## src/hw/rtl/csd_pkg.sv

```systemverilog
package csd_pkg;

  // Sample and baseline formats.
  localparam int SAMPLE_WIDTH  = 16;
  localparam int FRACTION_BITS = 16;
  localparam int MAG_W         = SAMPLE_WIDTH;
  localparam int BASE_W        = SAMPLE_WIDTH + FRACTION_BITS;

  // Configuration registers are 16 bits wide; alpha is unsigned Q0.16.
  localparam int CFG_W      = 16;
  localparam int ALPHA_BITS = 16;
  localparam int PROD_W     = ALPHA_BITS + BASE_W;
  localparam int LIM_W      = ((CFG_W > SAMPLE_WIDTH) ? CFG_W : SAMPLE_WIDTH)
                              + FRACTION_BITS + 1;

  typedef enum logic [1:0] {
    REG_RISE_THRESHOLD   = 2'd0,
    REG_HITS_NEEDED      = 2'd1,
    REG_SMOOTHING_FACTOR = 2'd2,
    REG_WARMUP_SAMPLES   = 2'd3
  } cfg_index_t;

  typedef enum logic {
    KIND_SAMPLE = 1'b0,
    KIND_REARM  = 1'b1
  } kind_t;

  localparam logic [CFG_W-1:0] RISE_THRESHOLD_RESET   = 16'd1024;
  localparam logic [CFG_W-1:0] HITS_NEEDED_RESET      = 16'd3;
  localparam logic [CFG_W-1:0] SMOOTHING_FACTOR_RESET = 16'd655;
  localparam logic [CFG_W-1:0] WARMUP_SAMPLES_RESET   = 16'd50;

endpackage

```

## src/hw/rtl/current_spike_contact_detector.sv

```systemverilog
// A request accepted into the input register moves on to the result register, which
// raises out_valid. Throughput: one request per cycle unless out_stall holds the result;
// the baseline multiply-add and threshold compare settle between the two registers.
// Reset (rst, synchronous, active high): configuration returns to its defaults, the
// baseline, warm-up count, hit run and contact latch clear, and both stages empty.
module current_spike_contact_detector (
  input  logic                                  clk,
  input  logic                                  rst,
  // Sample channel
  input  logic                                  in_valid,
  output logic                                  in_stall,
  input  logic                                  kind,
  input  logic signed [csd_pkg::SAMPLE_WIDTH-1:0] current_sample,
  input  logic                                  enable,
  // Result channel
  output logic                                  out_valid,
  input  logic                                  out_stall,
  output logic                                  touched,
  // Configuration write channel
  input  logic                                  cfg_valid,
  output logic                                  cfg_ready,
  input  logic [1:0]                            cfg_index,
  input  logic [csd_pkg::CFG_W-1:0]             cfg_data
);

  // Configuration registers.
  logic [csd_pkg::CFG_W-1:0] rise_threshold;
  logic [csd_pkg::CFG_W-1:0] hits_needed;
  logic [csd_pkg::CFG_W-1:0] smoothing_factor;
  logic [csd_pkg::CFG_W-1:0] warmup_samples;

  // Detector state.
  logic [csd_pkg::BASE_W-1:0] baseline;
  logic [csd_pkg::CFG_W-1:0]  warmup_count;
  logic [csd_pkg::CFG_W-1:0]  hit_run;
  logic                       contact_latched;

  logic [csd_pkg::BASE_W-1:0] baseline_next;
  logic [csd_pkg::CFG_W-1:0]  warmup_count_next;
  logic [csd_pkg::CFG_W-1:0]  hit_run_next;
  logic                       contact_latched_next;

  // Input register stage.
  logic                            s1_valid;
  csd_pkg::kind_t                  s1_kind;
  logic [csd_pkg::SAMPLE_WIDTH-1:0] s1_sample;
  logic                            s1_enable;

  logic advance;

  // The configuration port never waits; the user must write only while the block is idle (not enforced here).
  assign cfg_ready = 1'b1;

  always_ff @(posedge clk) begin
    if (rst) begin
      rise_threshold   <= csd_pkg::RISE_THRESHOLD_RESET;
      hits_needed      <= csd_pkg::HITS_NEEDED_RESET;
      smoothing_factor <= csd_pkg::SMOOTHING_FACTOR_RESET;
      warmup_samples   <= csd_pkg::WARMUP_SAMPLES_RESET;
    end else if (cfg_valid && cfg_ready) begin
      case (csd_pkg::cfg_index_t'(cfg_index))
        csd_pkg::REG_RISE_THRESHOLD:   rise_threshold   <= cfg_data;
        csd_pkg::REG_HITS_NEEDED:      hits_needed      <= cfg_data;
        csd_pkg::REG_SMOOTHING_FACTOR: smoothing_factor <= cfg_data;
        csd_pkg::REG_WARMUP_SAMPLES:   warmup_samples   <= cfg_data;
        default: begin
        end
      endcase
    end
  end

  // The item in the input register moves on whenever the result register is empty
  // or its result is being taken this cycle. A new request can enter the input
  // register in the same cycle, so a steady stream flows at one request per cycle while results are taken.
  assign advance  = s1_valid && (!out_valid || !out_stall);
  assign in_stall = s1_valid && !advance;

  always_ff @(posedge clk) begin
    if (rst) begin
      s1_valid <= 1'b0;
    end else if (!in_stall) begin
      s1_valid <= in_valid;
    end
  end

  always_ff @(posedge clk) begin
    if (in_valid && !in_stall) begin
      s1_kind   <= csd_pkg::kind_t'(kind);
      s1_sample <= current_sample;
      s1_enable <= enable;
    end
  end

  // Datapath. The magnitude is exact: the most negative sample wraps to 2^(W-1),
  // which reads correctly as an unsigned value of the same width.
  logic [csd_pkg::MAG_W-1:0]  magnitude;
  logic [csd_pkg::BASE_W-1:0] cur;
  logic                       rising;
  logic [csd_pkg::BASE_W-1:0] diff;
  logic [csd_pkg::PROD_W-1:0] prod;
  logic [csd_pkg::PROD_W-1:0] prod_rounded;
  logic [csd_pkg::BASE_W-1:0] step_down;
  logic [csd_pkg::BASE_W-1:0] step_up;
  logic [csd_pkg::BASE_W-1:0] baseline_ema;
  logic [csd_pkg::LIM_W-1:0]  limit;
  logic                       is_hit;
  logic [csd_pkg::CFG_W-1:0]  need;
  logic [csd_pkg::CFG_W-1:0]  hit_run_grown;

  assign magnitude = s1_sample[csd_pkg::SAMPLE_WIDTH-1] ? (~s1_sample + 1'b1) : s1_sample;
  assign cur       = {magnitude, {csd_pkg::FRACTION_BITS{1'b0}}};

  // The average steps toward the sample: truncated when rising, rounded up when
  // falling, so the baseline always lands between its old value and the sample.
  assign rising       = (cur >= baseline);
  assign diff         = rising ? (cur - baseline) : (baseline - cur);
  assign prod         = {{csd_pkg::BASE_W{1'b0}}, smoothing_factor}
                        * {{csd_pkg::ALPHA_BITS{1'b0}}, diff};
  assign prod_rounded = prod + {{csd_pkg::BASE_W{1'b0}}, {csd_pkg::ALPHA_BITS{1'b1}}};
  assign step_down    = prod[csd_pkg::ALPHA_BITS +: csd_pkg::BASE_W];
  assign step_up      = prod_rounded[csd_pkg::ALPHA_BITS +: csd_pkg::BASE_W];
  assign baseline_ema = rising ? (baseline + step_down) : (baseline - step_up);

  // A hits_needed of zero behaves as one.
  assign need          = (hits_needed == '0) ? csd_pkg::CFG_W'(1) : hits_needed;
  assign hit_run_grown = (hit_run < need) ? (hit_run + 1'b1) : hit_run;

  always_comb begin
    baseline_next        = baseline;
    warmup_count_next    = warmup_count;
    hit_run_next         = hit_run;
    contact_latched_next = contact_latched;
    limit                = '0;
    is_hit               = 1'b0;

    if (s1_kind == csd_pkg::KIND_REARM) begin
      baseline_next        = '0;
      warmup_count_next    = '0;
      hit_run_next         = '0;
      contact_latched_next = 1'b0;
    end else if (!s1_enable) begin
      // Disabled samples only break the hit run.
      hit_run_next = '0;
    end else begin
      // With the warm-up count at zero the sample seeds the baseline; afterwards
      // the baseline tracks only while no contact is latched.
      if (warmup_count == '0) begin
        baseline_next = cur;
      end else if (!contact_latched) begin
        baseline_next = baseline_ema;
      end

      limit  = csd_pkg::LIM_W'(baseline_next)
               + csd_pkg::LIM_W'({rise_threshold, {csd_pkg::FRACTION_BITS{1'b0}}});
      is_hit = (csd_pkg::LIM_W'(cur) > limit);

      if (warmup_count < warmup_samples) begin
        warmup_count_next = warmup_count + 1'b1;
        hit_run_next      = '0;
      end else if (is_hit) begin
        hit_run_next = hit_run_grown;
        if (hit_run_grown >= need) begin
          contact_latched_next = 1'b1;
        end
      end else begin
        hit_run_next = '0;
      end
    end
  end

  always_ff @(posedge clk) begin
    if (rst) begin
      baseline        <= '0;
      warmup_count    <= '0;
      hit_run         <= '0;
      contact_latched <= 1'b0;
    end else if (advance) begin
      baseline        <= baseline_next;
      warmup_count    <= warmup_count_next;
      hit_run         <= hit_run_next;
      contact_latched <= contact_latched_next;
    end
  end

  // Result register: holds the latched flag after each request until it is taken.
  always_ff @(posedge clk) begin
    if (rst) begin
      out_valid <= 1'b0;
    end else if (advance) begin
      out_valid <= 1'b1;
    end else if (!out_stall) begin
      out_valid <= 1'b0;
    end
  end

  always_ff @(posedge clk) begin
    if (advance) begin
      touched <= contact_latched_next;
    end
  end

`ifndef ASSERT_OFF
  a_rearm_clears_result: assert property (@(posedge clk) disable iff (rst)
    (advance && s1_kind == csd_pkg::KIND_REARM) |=> (out_valid && !touched))
    else $error("rearm request did not return a cleared contact flag");

  a_latch_holds: assert property (@(posedge clk) disable iff (rst)
    (contact_latched && !(advance && s1_kind == csd_pkg::KIND_REARM)) |=> contact_latched)
    else $error("contact latch dropped without a rearm request");

  a_state_moves_on_advance: assert property (@(posedge clk) disable iff (rst)
    !advance |=> ($stable(baseline) && $stable(hit_run) && $stable(warmup_count)))
    else $error("detector state changed with no request advancing");

  a_stall_only_when_full: assert property (@(posedge clk) disable iff (rst)
    in_stall |-> (s1_valid && out_valid && out_stall))
    else $error("input stalled while the pipeline could move");
`endif

endmodule
```

## config.mk

```make
export PLATFORM = sky130hd
export DESIGN_NAME = current_spike_contact_detector
export DESIGN_NICKNAME = d
export VERILOG_FILES = /design/src/hw/rtl/csd_pkg.sv /design/src/hw/rtl/current_spike_contact_detector.sv
export SDC_FILE = /design/constraint.sdc
export NUM_CORES = 2
export LEC_CHECK = 0
export ABC_AREA = 1
export BUFFER_PORTS_ARGS = -buffer_cell sky130_fd_sc_hd__buf_2
export CAP_MARGIN = 20
export CORE_MARGIN = 4
export CORE_UTILIZATION = 60
export CTS_BUF_LIST = sky130_fd_sc_hd__clkbuf_8
export CTS_CLUSTER_SIZE = 16
export DETAILED_ROUTE_END_ITERATION = 10
export PLACE_DENSITY = 0.85
export SKIP_CTS_REPAIR_TIMING = 1
export SLEW_MARGIN = 40
export SYNTH_ARGS = -nofsm -noshare
export SYNTH_HDL_FRONTEND = slang
export SYNTH_SLANG_ARGS = --single-unit
```

## constraint.sdc

```tcl
create_clock -name clk -period 17.9 [get_ports clk]
set_input_delay 1.79 -clock clk [delete_from_list [all_inputs] [get_ports clk]]
set_output_delay 1.79 -clock clk [all_outputs]
set_load 0.05 [all_outputs]
```

# ---- Yosys cells after proc, flatten, opt, wreduce, memory -nomap -nowiden
# Index checks and enable logic that the tools add are counted.
dict set report classes {
  bitwise_logic 1
  n_mul 1
  addsub 9
  n_mux 25
  order_cmp 5
  n_reduce_logical 19
  n_eq_ne 4
}
# operator n
set ops {}
lappend ops {{two-way mux 32 bit} 8}
lappend ops {{two-way mux 16 bit} 10}
lappend ops {{subtractor 32 bit} 3}
lappend ops {{adder 16 x 1 -> 16 bit, second input constant} 3}
lappend ops {{adder 48 x 16 -> 48 bit, second input constant} 1}
lappend ops {{multiplier 16 x 32 -> 48 bit} 1}
lappend ops {{adder 32 x 32 -> 33 bit} 1}
lappend ops {{> comparator 32 x 33 -> 1 bit} 1}
lappend ops {{adder 32 bit} 1}
lappend ops {{greater-or-equal comparator 32 bit} 1}
lappend ops {{logical NOT 16 bit} 2}
lappend ops {{less-than comparator 16 bit} 2}
lappend ops {{greater-or-equal comparator 16 bit} 1}
lappend ops {{NOT 16 bit} 1}
lappend ops {{AND reduction 2 bit} 5}
lappend ops {{two-way mux 1 bit} 7}
lappend ops {{equality test 2 bit, second input constant} 2}
lappend ops {{logical NOT 1 bit} 4}
lappend ops {{nonzero test 2 bit} 2}
lappend ops {{logical AND 1 bit} 3}
lappend ops {{AND reduction 3 bit} 1}
lappend ops {{equality test 2 x 1 -> 1 bit, second input constant} 1}
lappend ops {{logical NOT 2 bit} 1}
lappend ops {{inequality test 2 x 1 -> 1 bit, second input constant} 1}
lappend ops {{logical OR 1 bit} 1}
dict set report word_totals {
  output_inout_bits 4
  elab_cells 78
  register_bits 150
}

# ---- Logic depth before layout (Yosys ltp)
dict set report depth {
  word_depth 19
  mapped_depth 97
  mapped_depth_nobuf 94
}

# ---- Worst setup path after synthesis
# Ideal clock, no wire load.
dict set report synth_timing {
  path_kind {flip-flop to flip-flop}
  from {register s1_sample[0] in the netlist's numbering}
  to {register hit_run[11] in the netlist's numbering}
  arrival_ps 14802
  path_stages_with_launch 87
  path_buffers 2
  path_slack_ps 3027
  setup_time_ps 71
  cell_sequence {edfxtp_1 inv_1 ha_1 inv_1 nor3_1 nand3_1 nor2_1 nand2_1 nand2_1 xor2_1 inv_1 ha_1 clkbuf_1 nand2_1 nor4_1 nand4_1 nand3_1 clkinv_1 [... 51 more ...] a21oi_1 o21bai_1 a21oi_1 o21bai_1 nand2_1 nand2_1 a21oi_1 xor2_1 ha_1 nand3_1 nor2_1 inv_1 nor4_1 nand4_1 o21ai_1 buf_2 nand3_1 a21oi_1}
}
dict set report synth_between {
  elab_chain_cells 19
  elab_cells_between_ends 22
  cone_classes {add/sub: 7; mul: 1; order compare: 2; mux: 11; bitwise: 1}
}
# item line_no
set synth_lines {}
lappend synth_lines {{from (decl)} current_spike_contact_detector.sv:46} ;# logic [csd_pkg::SAMPLE_WIDTH-1:0] s1_sample;
lappend synth_lines {{from (signal assigned)} current_spike_contact_detector.sv:89} ;# s1_sample <= current_sample;
lappend synth_lines {{NOT 16 bit} current_spike_contact_detector.sv:110} ;# assign magnitude = s1_sample[csd_pkg::SAMPLE_WIDTH-1] ? (~s1_sample + 1'b1) : s1_sample;
lappend synth_lines {{adder 16 x 1 -> 16 bit} current_spike_contact_detector.sv:110}
lappend synth_lines {{two-way mux 16 bit (*)} current_spike_contact_detector.sv:110}
lappend synth_lines {{subtractor 32 bit or greater-or-equal comparator 32 bit (tied branches)} {current_spike_contact_detector.sv:116, current_spike_contact_detector.sv:115}}
lappend synth_lines {{two-way mux 32 bit} current_spike_contact_detector.sv:116} ;# assign diff = rising ? (cur - baseline) : (baseline - cur);
lappend synth_lines {{multiplier 16 x 32 -> 48 bit} current_spike_contact_detector.sv:118} ;# * {{csd_pkg::ALPHA_BITS{1'b0}}, diff};
lappend synth_lines {{adder 48 x 16 -> 48 bit} current_spike_contact_detector.sv:119} ;# assign prod_rounded = prod + {{csd_pkg::BASE_W{1'b0}}, {csd_pkg::ALPHA_BITS{1'b1}}};
lappend synth_lines {{subtractor 32 bit} current_spike_contact_detector.sv:122} ;# assign baseline_ema = rising ? (baseline + step_down) : (baseline - step_up);
lappend synth_lines {{[... 3 more ...]} -}
lappend synth_lines {{two-way mux 32 bit} current_spike_contact_detector.sv:141} ;# end else if (!s1_enable) begin
lappend synth_lines {{two-way mux 32 bit} current_spike_contact_detector.sv:136} ;# if (s1_kind == csd_pkg::KIND_REARM) begin
lappend synth_lines {{adder 32 x 32 -> 33 bit} current_spike_contact_detector.sv:154} ;# + csd_pkg::LIM_W'({rise_threshold, {csd_pkg::FRACTION_BITS{1'b0}}});
lappend synth_lines {{> comparator 32 x 33 -> 1 bit (*)} current_spike_contact_detector.sv:155} ;# is_hit = (csd_pkg::LIM_W'(cur) > limit);
lappend synth_lines {{two-way mux 16 bit (*)} current_spike_contact_detector.sv:160} ;# end else if (is_hit) begin
lappend synth_lines {{two-way mux 16 bit (*)} current_spike_contact_detector.sv:157} ;# if (warmup_count < warmup_samples) begin
lappend synth_lines {{two-way mux 16 bit (*)} current_spike_contact_detector.sv:141}
lappend synth_lines {{two-way mux 16 bit (*)} current_spike_contact_detector.sv:136}
lappend synth_lines {{to (signal assigned)} current_spike_contact_detector.sv:180} ;# hit_run <= hit_run_next;
lappend synth_lines {{to (decl)} current_spike_contact_detector.sv:35} ;# logic [csd_pkg::CFG_W-1:0] hit_run;
# Mark *: on every way between the ends. The rest lies on a longest branch, timed or not. The select of a mux whose other input is x is not followed.
# A chain may end at the register's enable or synchronous reset.

# ---- Final worst setup path
dict set report layout_timing {
  from {register s1_sample[0] in the netlist's numbering}
  to {register touched, data pin}
}
dict set report layout_between {
  elab_chain_cells 19
  elab_cells_between_ends 22
  cone_classes {add/sub: 7; mul: 1; order compare: 2; mux: 11; bitwise: 1}
}
# item line_no
set layout_lines {}
lappend layout_lines {{NOT 16 bit} current_spike_contact_detector.sv:110}
lappend layout_lines {{adder 16 x 1 -> 16 bit} current_spike_contact_detector.sv:110}
lappend layout_lines {{two-way mux 16 bit (*)} current_spike_contact_detector.sv:110}
lappend layout_lines {{subtractor 32 bit or greater-or-equal comparator 32 bit (tied branches)} {current_spike_contact_detector.sv:116, current_spike_contact_detector.sv:115}}
lappend layout_lines {{two-way mux 32 bit} current_spike_contact_detector.sv:116}
lappend layout_lines {{multiplier 16 x 32 -> 48 bit} current_spike_contact_detector.sv:118}
lappend layout_lines {{adder 48 x 16 -> 48 bit} current_spike_contact_detector.sv:119}
lappend layout_lines {{subtractor 32 bit} current_spike_contact_detector.sv:122}
lappend layout_lines {{[... 4 more ...]} -}
lappend layout_lines {{two-way mux 32 bit} current_spike_contact_detector.sv:136}
lappend layout_lines {{adder 32 x 32 -> 33 bit} current_spike_contact_detector.sv:154}
lappend layout_lines {{> comparator 32 x 33 -> 1 bit (*)} current_spike_contact_detector.sv:155}
lappend layout_lines {{two-way mux 1 bit (*)} current_spike_contact_detector.sv:160}
lappend layout_lines {{two-way mux 1 bit (*)} current_spike_contact_detector.sv:157}
lappend layout_lines {{two-way mux 1 bit (*)} current_spike_contact_detector.sv:141}
lappend layout_lines {{two-way mux 1 bit (*)} current_spike_contact_detector.sv:136}
lappend layout_lines {{via contact_latched_next} current_spike_contact_detector.sv:41} ;# logic contact_latched_next;
lappend layout_lines {{to (signal assigned)} current_spike_contact_detector.sv:198} ;# touched <= contact_latched_next;
lappend layout_lines {{to (decl)} current_spike_contact_detector.sv:18} ;# output logic touched,
# The timed path passes the listed nets; every way through them passes the cells marked *. The select of a mux whose other input is x is not followed.

==> results.sh <==
export IMPL_status="completed"
export IMPL_synth_nets=5538
export IMPL_yosysTopAreaCellShare=0.258
export IMPL_final_layout_size_suffix_gt1_frac=0.0790
export IMPL_synth_flop_cell="dfxtp_1"
export IMPL_synthCells=4809
export IMPL_cts_sinks=150
export IMPL_drc_errors=0
export IMPL_period_share=0.948
export IMPL_min_path_type="register to register"
export IMPL_critPathCaptureType="register"
export IMPL_synth_warnings=0
export IMPL_arrival_ns=17.32
export IMPL_num_vias=31665
export IMPL_worstHoldStart="warmup_samples[13]"
export IMPL_netlist_area_sq_mm=0.0327
export IMPL_syn_to_final_growth_pct=5.30
export IMPL_nFillCells=4738
export IMPL_clock_skew_ns=0.0218
export IMPL_relSlewSlack=0.411
export IMPL_grt_first_pass_wirelength_um=163000
export IMPL_cts_tree="yes"
export IMPL_slew_viol_final=0
export IMPL_drt_wl_total_um=102000
export IMPL_stdcell_count=5518
export IMPL_die_w_um=241
export IMPL_crit_type="register to register"
export IMPL_worstSkewPairLatency_ns=0.50
export IMPL_wl_per_cell_um=18.6
export IMPL_clk_pin_slew_ns=0.09
export IMPL_startpoint="s1_sample[0]"
export IMPL_cp_top_family="adder cells"
export IMPL_die_h_um=241
export IMPL_reg2reg_from="s1_sample[0]"
export IMPL_ys_seq_area_frac=0.0976
export IMPL_slowest_stage="fa_1"
export IMPL_grt_pass1_vias=30980
export IMPL_setup_viol=0
export IMPL_num_rows=85
export IMPL_drtPass1Iterations=6
export IMPL_port_buffers=43
export IMPL_post_route_min_period_ns=16.97
export IMPL_register_area_sq_mm=0.00320
export IMPL_ys_types=63
export IMPL_drt_iter0_markers=3253
export IMPL_met1_usage=0.462
export IMPL_placed_area_sq_mm=0.0337
export IMPL_synthArstFlopShare=0
export IMPL_coreArea_sq_mm=0.0539
export IMPL_fin_util=0.639
export IMPL_ys_ff_latch=150
export IMPL_syn_area_per_cell_sq_um=6.80
export IMPL_ant_nets=0
export IMPL_cpMostUsedCell="inv_1"
export IMPL_path_max_fanout=38
export IMPL_vias_per_cell=5.74
export IMPL_initial_core_util=0.607
export IMPL_cp_buffers_inverters=17
export IMPL_cpPeakStageDelay_ns=0.55
export IMPL_cp_start_kind="register"
export IMPL_synth_edff_count=19
export IMPL_hold_viol=0
export IMPL_fin_tns_setup_ns=0
export IMPL_tightest_slew_ns=0.878
export IMPL_stdcell_area_sq_mm=0.0344
export IMPL_antenna_found_initial=1
export IMPL_dp_hpwl_um=84200
export IMPL_use_met2=0.561
export IMPL_dieArea_sq_mm=0.0583
export IMPL_clockBufferDepth=2
export IMPL_nets=5537
export IMPL_io_pins=45
export IMPL_use_met3=0.0775
export IMPL_cts_htree_levels=4
export IMPL_gp_congestion=1.06
export IMPL_cap_violations=0
export IMPL_grtUsageTotal=0.354
export IMPL_grt_overflow=0
export IMPL_place_inst=5463
export IMPL_ys_top_cells_by_area="fa_1 26%, nand2_1 14%, inv_1 11%, ha_1 10%, dfxtp_1 8.0%"
export IMPL_grt_max_degree=81
export IMPL_crit_required_ns=18.25
export IMPL_cts_root_buffer="clkbuf_8"
export IMPL_grt_busiest_layer="met2"
export IMPL_yosys_area_top_type="fa_1"
export IMPL_cts_buffers=17
export IMPL_clock_fmax_mhz=58.9
export IMPL_multi_input_area_sq_mm=0.0254
## worst min-delay path, cell delays in order (launching register included)
cell and delay (ns):
dfxtp_1 0.31, inv_1 0.07, a21oi_1 0.06
## placed cells by master (no fill, tap or decap), types with 17 or more instances in the layout
cell type,Yosys,final
nand3_2,19,19
nor4_1,20,18
o21ai_1,21,19
a21oi_1,276,273
nor2_2,26,27
nand2_2,54,60
clkbuf_8,0,17
inv_1,950,943
xnor2_1,26,25
nand4_1,57,57
ha_1,267,265
buf_2,4,43
o21a_1,18,18
dfxtp_1,131,123
nor3_1,40,38
nor2_1,434,433
xor2_1,85,85
nand3_1,194,193
fa_1,421,421
edfxtp_1,19,19
buf_4,2,65
nand2_1,1229,1222
o21ai_0,198,196
inv_2,25,29
## Yosys cell counts (4+ instances only)
cell and instances:
a211oi_1 5, a21boi_0 6, a21o_1 8, a21oi_1 276
a21oi_2 5, a221oi_1 4, a22oi_1 4, buf_1 5
buf_2 4, clkbuf_1 122, clkinv_1 18, dfxtp_1 131
edfxtp_1 19, fa_1 421, ha_1 267, inv_1 950
inv_2 25, nand2_1 1229, nand2_2 54, nand2_4 4
nand3_1 194, nand3_2 19, nand3b_1 6, nand4_1 57
nor2_1 434, nor2_2 26, nor2_4 13, nor3_1 40
nor3_2 4, nor4_1 20, o211ai_1 16, o21a_1 18
o21ai_0 198, o21ai_1 21, o21ai_2 5, o21bai_1 13
o221ai_1 4, or2_2 16, xnor2_1 26, xor2_1 85
xor2_2 5
## metal layers
metal	vias to the layer above	share of wire	wire, um
met3	334	0.10	10700
li1	14779	-	-
met4	0	0.061	6210
met1	14876	0.39	40100
met5	-	0	0
met2	1676	0.44	45300
## cells by family after synthesis
logic type      Yosys count  share of synthesized area
compound gates          599                      0.101
xor+xnor                116                     0.0322
fa+ha+maj               688                      0.360
buf+inv                1126                      0.130
flops                   150                     0.0976
other cells               1                   0.000115
simple gates           2129                      0.280
## layout make-up
| cell class | instances | area share |
|---|---|---|
| multi-input cells | 3533 | 0.737 |
| inverters | 993 | 0.109 |
| flip-flops and latches | 150 | 0.0930 |
| well taps | 696 | 0.0253 |
| repair buffers | 113 | 0.0231 |
| clock buffers | 17 | 0.00679 |
| clock inverters | 15 | 0.00487 |
| diodes | 1 | 0.0000727 |
## final timing paths
path	slack [ns]	cells after the start	end
max	0.93	86	touched
min	0.47	2	warmup_samples[13]
max reg2reg	0.93	86	touched
min reg2reg	0.47	2	warmup_samples[13]
## registers in the layout (all words and copies together) (netlist names)
signal,count
touched,1
baseline,32
hit_run,16
smoothing_factor,16
s1_valid,1
s1_enable,1
contact_latched,1
out_valid,1
s1_sample,16
rise_threshold,16
warmup_count,16
warmup_samples,16
hits_needed,16
s1_kind,1
## stage by stage
step                      hold WS, ns  worst slack (ns)
after CTS                       0.470             0.207
final                           0.472             0.934
after global placement          0.445             0.656
after detailed placement        0.457             0.283
after global routing            0.488           -0.0402
after floorplan                 0.424              3.03
Power is left out: the tool's default activity adds up to more than one toggle a clock period on the data nets, which glitch-free logic cannot reach.
